`src/sksb_pkg.sv`:
```
package sksb_pkg;

    // Default table geometry
    localparam int TABLE_DEPTH_DEF   = 4096;
    localparam int KEY_BYTES_MAX_DEF = 8;

    // Field widths
    localparam int ENTRY_COUNT_W = 13;
    localparam int KEY_BITS_W    = 7;
    localparam int INDEX_W       = 12;
    localparam int KEY_W         = 64;
    localparam int TEXT_W        = 32;
    localparam int SPAN_W        = 2 * TEXT_W;
    localparam int APB_ADDR_W    = 3;
    localparam int APB_DATA_W    = 32;

    // Register reset values
    localparam logic [ENTRY_COUNT_W-1:0] ENTRY_COUNT_RESET = '0;
    localparam logic [KEY_BITS_W-1:0]    KEY_BITS_RESET    = 7'd23;

    // Operation codes
    localparam logic OP_LOAD   = 1'b0;
    localparam logic OP_LOOKUP = 1'b1;

    // Register indexes, taken from address bit 2
    localparam logic REG_ENTRY_COUNT = 1'b0;
    localparam logic REG_KEY_BITS    = 1'b1;

    // Configuration handed to the search sequencer
    typedef struct packed {
        logic [ENTRY_COUNT_W-1:0] entry_count;
        logic [KEY_BITS_W-1:0]    key_bits;
    } t_cfg;

endpackage

```
`src/sksb_search.sv`:
```
module sksb_search #(
    parameter int TABLE_DEPTH   = sksb_pkg::TABLE_DEPTH_DEF,
    parameter int KEY_BYTES_MAX = sksb_pkg::KEY_BYTES_MAX_DEF,
    parameter int AW            = $clog2(TABLE_DEPTH)
) (
    input  logic                                 i_clk,
    input  logic                                 i_rst_n,
    input  sksb_pkg::t_cfg                       i_cfg,
    input  logic                                 i_start,
    output logic                                 o_busy,
    input  logic                                 i_op,
    input  logic [sksb_pkg::INDEX_W-1:0]         i_entry_index,
    input  logic [sksb_pkg::KEY_W-1:0]           i_search_key,
    input  logic [sksb_pkg::TEXT_W-1:0]          i_text_first,
    input  logic [sksb_pkg::TEXT_W-1:0]          i_text_last,
    output logic                                 o_wr_en,
    output logic [AW-1:0]                        o_wr_addr,
    output logic [sksb_pkg::KEY_W-1:0]           o_wr_key,
    output logic [sksb_pkg::SPAN_W-1:0]          o_wr_span,
    output logic                                 o_rd_en,
    output logic [AW-1:0]                        o_rd_addr,
    input  logic [sksb_pkg::KEY_W-1:0]           i_rd_key,
    input  logic [sksb_pkg::SPAN_W-1:0]          i_rd_span,
    output logic                                 o_result_valid,
    output logic                                 o_found,
    output logic [sksb_pkg::TEXT_W-1:0]          o_match_first,
    output logic [sksb_pkg::TEXT_W-1:0]          o_match_last
);

    // Compare width wide enough for the count register and for the depth itself.
    localparam int CMPW = (AW + 1 > sksb_pkg::ENTRY_COUNT_W) ? AW + 1 : sksb_pkg::ENTRY_COUNT_W;
    localparam int NBW  = sksb_pkg::KEY_BITS_W + 1;

    typedef enum logic [1:0] {ST_IDLE, ST_PROBE, ST_COMPARE} t_state;

    t_state r_state, n_state;
    logic   n_result_valid, n_found;
    logic [sksb_pkg::TEXT_W-1:0] n_match_first, n_match_last;

    logic [AW:0]                 r_lo, n_lo;
    logic [AW:0]                 r_hx, n_hx;
    logic [AW:0]                 r_mid, n_mid;
    logic [sksb_pkg::KEY_W-1:0]  r_want, n_want;
    logic [sksb_pkg::KEY_W-1:0]  r_mask, n_mask;

    logic                        accept;
    logic [NBW-1:0]              nbytes_raw, nbytes;
    logic [sksb_pkg::KEY_W-1:0]  mask_c;
    logic [CMPW-1:0]             count_ext, count_c, index_ext;
    logic [AW:0]                 mid_c;
    logic [sksb_pkg::KEY_W-1:0]  have;

    assign o_busy = (r_state != ST_IDLE);
    assign accept = i_start && (r_state == ST_IDLE);

    // Number of compared bytes, limited to the widest key supported.
    assign nbytes_raw = (NBW'(i_cfg.key_bits) + NBW'(7)) >> 3;
    assign nbytes     = (nbytes_raw > NBW'(KEY_BYTES_MAX)) ? NBW'(KEY_BYTES_MAX) : nbytes_raw;

    // Byte mask over the low bytes that take part in the compare.
    always_comb begin
        for (int i = 0; i < sksb_pkg::KEY_W / 8; i++) begin
            mask_c[i*8 +: 8] = (nbytes > NBW'(i)) ? 8'hFF : 8'h00;
        end
    end

    // Entry count limited to the table depth.
    assign count_ext = CMPW'(i_cfg.entry_count);
    assign count_c   = (count_ext > CMPW'(TABLE_DEPTH)) ? CMPW'(TABLE_DEPTH) : count_ext;
    assign index_ext = CMPW'(i_entry_index);

    // Probe position between the lower bound and the exclusive upper bound.
    assign mid_c = r_lo + ((r_hx - r_lo - (AW+1)'(1)) >> 1);
    assign have  = i_rd_key & r_mask;

    // Load writes go straight to the table.
    assign o_wr_en   = accept && (i_op == sksb_pkg::OP_LOAD) && (index_ext < CMPW'(TABLE_DEPTH));
    assign o_wr_addr = index_ext[AW-1:0];
    assign o_wr_key  = i_search_key;
    assign o_wr_span = {i_text_first, i_text_last};
    assign o_rd_addr = mid_c[AW-1:0];

    // Sequencer: probe issues a read, compare narrows the bounds.
    always_comb begin
        n_state        = r_state;
        n_result_valid = 1'b0;
        n_found        = o_found;
        n_match_first  = o_match_first;
        n_match_last   = o_match_last;
        n_lo           = r_lo;
        n_hx           = r_hx;
        n_mid          = r_mid;
        n_want         = r_want;
        n_mask         = r_mask;
        o_rd_en        = 1'b0;
        case (r_state)
            ST_IDLE: begin
                if (accept && (i_op == sksb_pkg::OP_LOOKUP)) begin
                    n_want  = i_search_key & mask_c;
                    n_mask  = mask_c;
                    n_lo    = '0;
                    n_hx    = (nbytes == '0) ? '0 : count_c[AW:0];
                    n_state = ST_PROBE;
                end
            end
            ST_PROBE: begin
                if (r_lo < r_hx) begin
                    o_rd_en = 1'b1;
                    n_mid   = mid_c;
                    n_state = ST_COMPARE;
                end else begin
                    n_result_valid = 1'b1;
                    n_found        = 1'b0;
                    n_match_first  = '0;
                    n_match_last   = '0;
                    n_state        = ST_IDLE;
                end
            end
            ST_COMPARE: begin
                if (have == r_want) begin
                    n_result_valid = 1'b1;
                    n_found        = 1'b1;
                    n_match_first  = i_rd_span[sksb_pkg::SPAN_W-1:sksb_pkg::TEXT_W];
                    n_match_last   = i_rd_span[sksb_pkg::TEXT_W-1:0];
                    n_state        = ST_IDLE;
                end else begin
                    if (r_want < have) begin
                        n_hx = r_mid;
                    end else begin
                        n_lo = r_mid + (AW+1)'(1);
                    end
                    n_state = ST_PROBE;
                end
            end
            default: begin
                n_state = ST_IDLE;
            end
        endcase
    end

    // State and registered result outputs.
    always_ff @(posedge i_clk) begin
        if (!i_rst_n) begin
            r_state        <= ST_IDLE;
            o_result_valid <= 1'b0;
        end else begin
            r_state        <= n_state;
            o_result_valid <= n_result_valid;
            o_found        <= n_found;
            o_match_first  <= n_match_first;
            o_match_last   <= n_match_last;
        end
    end

    // Search bounds and the masked key.
    always_ff @(posedge i_clk) begin
        r_lo   <= n_lo;
        r_hx   <= n_hx;
        r_mid  <= n_mid;
        r_want <= n_want;
        r_mask <= n_mask;
    end

endmodule

```
`config.mk`:
```
export PLATFORM = sky130hd
export DESIGN_NAME = sksb_search
export DESIGN_NICKNAME = d
export VERILOG_FILES = /design/src/sksb_pkg.sv /design/src/sksb_search.sv
export SDC_FILE = /design/constraint.sdc
export NUM_CORES = 1
export LEC_CHECK = 0
export BUFFER_PORTS_ARGS = -buffer_cell sky130_fd_sc_hd__buf_2
export CAP_MARGIN = 20
export CORE_AREA = 2 2 198 200
export DETAILED_ROUTE_END_ITERATION = 10
export DIE_AREA = 0 0 200 202
export GPL_TIMING_DRIVEN = 0
export HOLD_SLACK_MARGIN = 0.06
export SLEW_MARGIN = 25
export SYNTH_ARGS = -nofsm -noshare
export SYNTH_HDL_FRONTEND = slang
export SYNTH_SLANG_ARGS = --single-unit
```
`constraint.sdc`:
```
create_clock -name i_clk -period 10.1 [get_ports i_clk]
set_clock_uncertainty 0.2 [all_clocks]
set_input_delay 2.02 -clock i_clk [delete_from_list [all_inputs] [get_ports i_clk]]
set_output_delay 2.02 -clock i_clk [all_outputs]
set_load 0.02 [all_outputs]
```
==> run summary <==
outcome = completed
total track usage = 16.2%
CP max FO = 4
FFs w/ async S/R, synth = 0%
reg2reg setup slack = 5.95 ns
First DRT Iteration DRCs = 362
vias in the first global route = 8788
clk sinks = 179
area grow syn2layout = 32.4%
PwrDens = 151 mW/mm^2
wire per inst = 16.3 microns
clock slew at reported path FFs = 0.08 ns
largest net degree at the start of global routing = 50
Critical Path End = o_rd_addr[11]
row cnt = 72
number of max-cap violations = 0
DR vias = 8674
DRT antenna net count = 0
Root Driver = clkbuf_16
Die H = 202 microns
Req. time, crit path = 7.88 ns
Tmin final = 6.55 ns
DR DRC count = 0
syn nets = 1412
FF-to-FF Start = r_mask[31]
Achievable Freq = 153 MHz
hpwl dp = 27.5 mm
Synth area leader = edfxtp_1
most frequent cell after synthesis = edfxtp_1
Crit Path Category = reg2out
Critical Path Source = r_lo[1]
critical path arrival = 4.33 ns
sequential area share after synthesis = 48.5%
Multi-input gate area = 0.00430 sq mm
CTS buffer count = 17
Area contributors post-synth = edfxtp_1 48%, ha_1 12%, buf_4 10%
Final Hold Viols = 0
Reg-to-Reg End = o_match_last[3]
fin worst setup slack = 3.55 ns
die area = 0.0404 sq mm
Starting Density = 28.8%
final std cells w/o fill = 2009
Pre-antenna DRT Iters = 4
Yosys top cell area share = 48.0%
CP endpoint kind = primary output
Max Slew Vio Count = 0
EDFF count, synth = 176
Unique masters post-synth = 48
Core ar. = 0.0383 sq mm
hold_buf cts = 0
Register-to-Register Path Depth = 10
Mean Syn Cell Area = 10.9 sq um
synthesized instance count = 1013
Worst slew margin = 48.2%
RSZ-0062 raised after global routing = no
initial antenna violation count = 5
Ports = 513
worst-case clock buffer depth = 2
chip width = 200 microns
slew at the pin closest to its max-slew limit = 0.772 ns
PostCTS Resize Cnt = 0
Synth top cells by count = 176 x edfxtp_1, 152 x buf_4, 117 x and2_1
via/cell ratio = 4.32
final net count = 1874
# port buffers = 436
gr ovfl total = 0
first-pass GRT wire length = 48.7 mm
CTS tree = done
Hold WC Path Type = reg2reg
Final period util = 64.9%
clk_lat worst skew = 0.44 ns
total routed wirelength = 32.8 mm
Static Leakage = 6.71 nW
Fill cells = 3866
routability cong. = 0.839
Place WS = 4.00 ns
Inst Count DP = 1974
startpoint types = register
H-tree Lvls = 4
# setup viols final = 0
# Post-CTS Setup Buffers = 0
Sequential Area = 0.00535 sq mm
Yosys reg bits = 179
Post-Syn Area = 0.0110 sq mm
maximum vdd drop = 101 uV
Top FF cell, synth = edfxtp_1
share of cells above drive strength 1 = 42.9%
synth warn = 0
[state kept, by name, summed over array words and instances (netlist names)]
name            flops
r_hx               13
o_match_last       32
r_mask              8
o_result_valid      1
o_match_first      32
r_state             2
o_found             1
r_mid              13
r_lo               13
r_want             64
[routing by layer]
layer  GRT usage (%)  share of wire [%]
met5               0              0.064
met4            4.71                1.9
met3            3.99                5.9
met2            27.9                 51
met1            19.8                 42
[metrics by stage]
step	util, %	total power [mW]	cell area, sq um	TNS, ns	hold slack (ns)
final	38.1	2.20	14600	0	0.419
after global routing	38.1	2.32	14600	0	0.463
after CTS	38.1	2.23	14600	0	0.419
after detailed placement	36.5	1.53	14000	0	0.380
after global placement	36.2	1.52	13800	-119.52	0.379
after floorplan	-	1.32	11000	0	0.335
[cell type report]
| class | count | share of cell area (%) |
|---|---|---|
| flip-flops and latches | 179 | 36.7 |
| multi-input cells | 618 | 29.5 |
| repair buffers | 443 | 15.6 |
| plain buffers | 176 | 8.50 |
| well taps | 518 | 4.44 |
| clock buffers | 17 | 2.92 |
| clock inverters | 15 | 1.27 |
| inverters | 40 | 1.05 |
| diodes | 3 | 0.0515 |
[worst min path at each step]
| stage | startpoint | end | depth (start not counted) |
|---|---|---|---|
| after floorplan | r_mid[12] | r_hx[12] | 2 |
| final | r_mid[12] | r_hx[12] | 2 |
| after detailed placement | r_lo[12] | r_mid[12] | 1 |
| after global routing | r_lo[12] | r_mid[12] | 1 |
| after CTS | r_lo[12] | r_mid[12] | 1 |
| after global placement | r_mid[12] | r_hx[12] | 2 |
[kinds of logic (layout without fill, tap and decap cells)]
kind of cell / count (synthesis) / in the layout / share of synthesized area [%]
compound gates: 139 / 139 / 8.04
simple gates: 346 / 346 / 16.4
other cells: 0 / 3 / 0
flops: 179 / 179 / 48.5
buf+inv: 216 / 691 / 12.6
xor+xnor: 26 / 26 / 2.07
fa+ha+maj: 107 / 107 / 12.3
[critical path: stages (launching register included)]
cell	delay (ns)
edfxtp_1	0.47
inv_1	0.12
fa_1	0.50
a211oi_1	0.33
o21ai_0	0.18
a31o_2	0.28
a21o_1	0.19
a21oi_1	0.23
xnor2_1	0.18
ha_1	0.31
or2_2	0.30
a21oi_1	0.15
a21oi_1	0.07
xor2_1	0.28
buf_4	0.16
buf_2	0.15
[report_power, final]
part	internal (mW)	leakage, nW	total [mW]	switching, mW
clock	0.358	0.299	0.695	0.337
sequential	0.873	1.70	0.894	0.0211
combinational	0.273	4.70	0.615	0.343
[layout by cell type, fill, tap and decap left out, types with 5 or more instances in the layout]
cell type / synthesis / routed
a211o_1: 5 / 5
a211oi_1: 12 / 12
a21o_1: 7 / 7
a21oi_1: 42 / 42
a22o_1: 13 / 13
and2_1: 117 / 117
buf_2: 1 / 437
buf_4: 152 / 152
buf_6: 1 / 7
clkbuf_1: 22 / 22
clkbuf_16: 0 / 17
edfxtp_1: 176 / 176
ha_1: 105 / 105
inv_1: 40 / 39
inv_6: 0 / 5
nand2_1: 96 / 96
nand3_1: 13 / 13
nand4_1: 20 / 20
nor2_1: 38 / 38
nor2b_1: 20 / 20
nor3_1: 14 / 14
nor4_1: 9 / 9
o21a_1: 5 / 5
o21ai_0: 32 / 32
or3_1: 5 / 5
xnor2_1: 12 / 12
xor2_1: 14 / 14
Power figures use the tool's default switching activity.
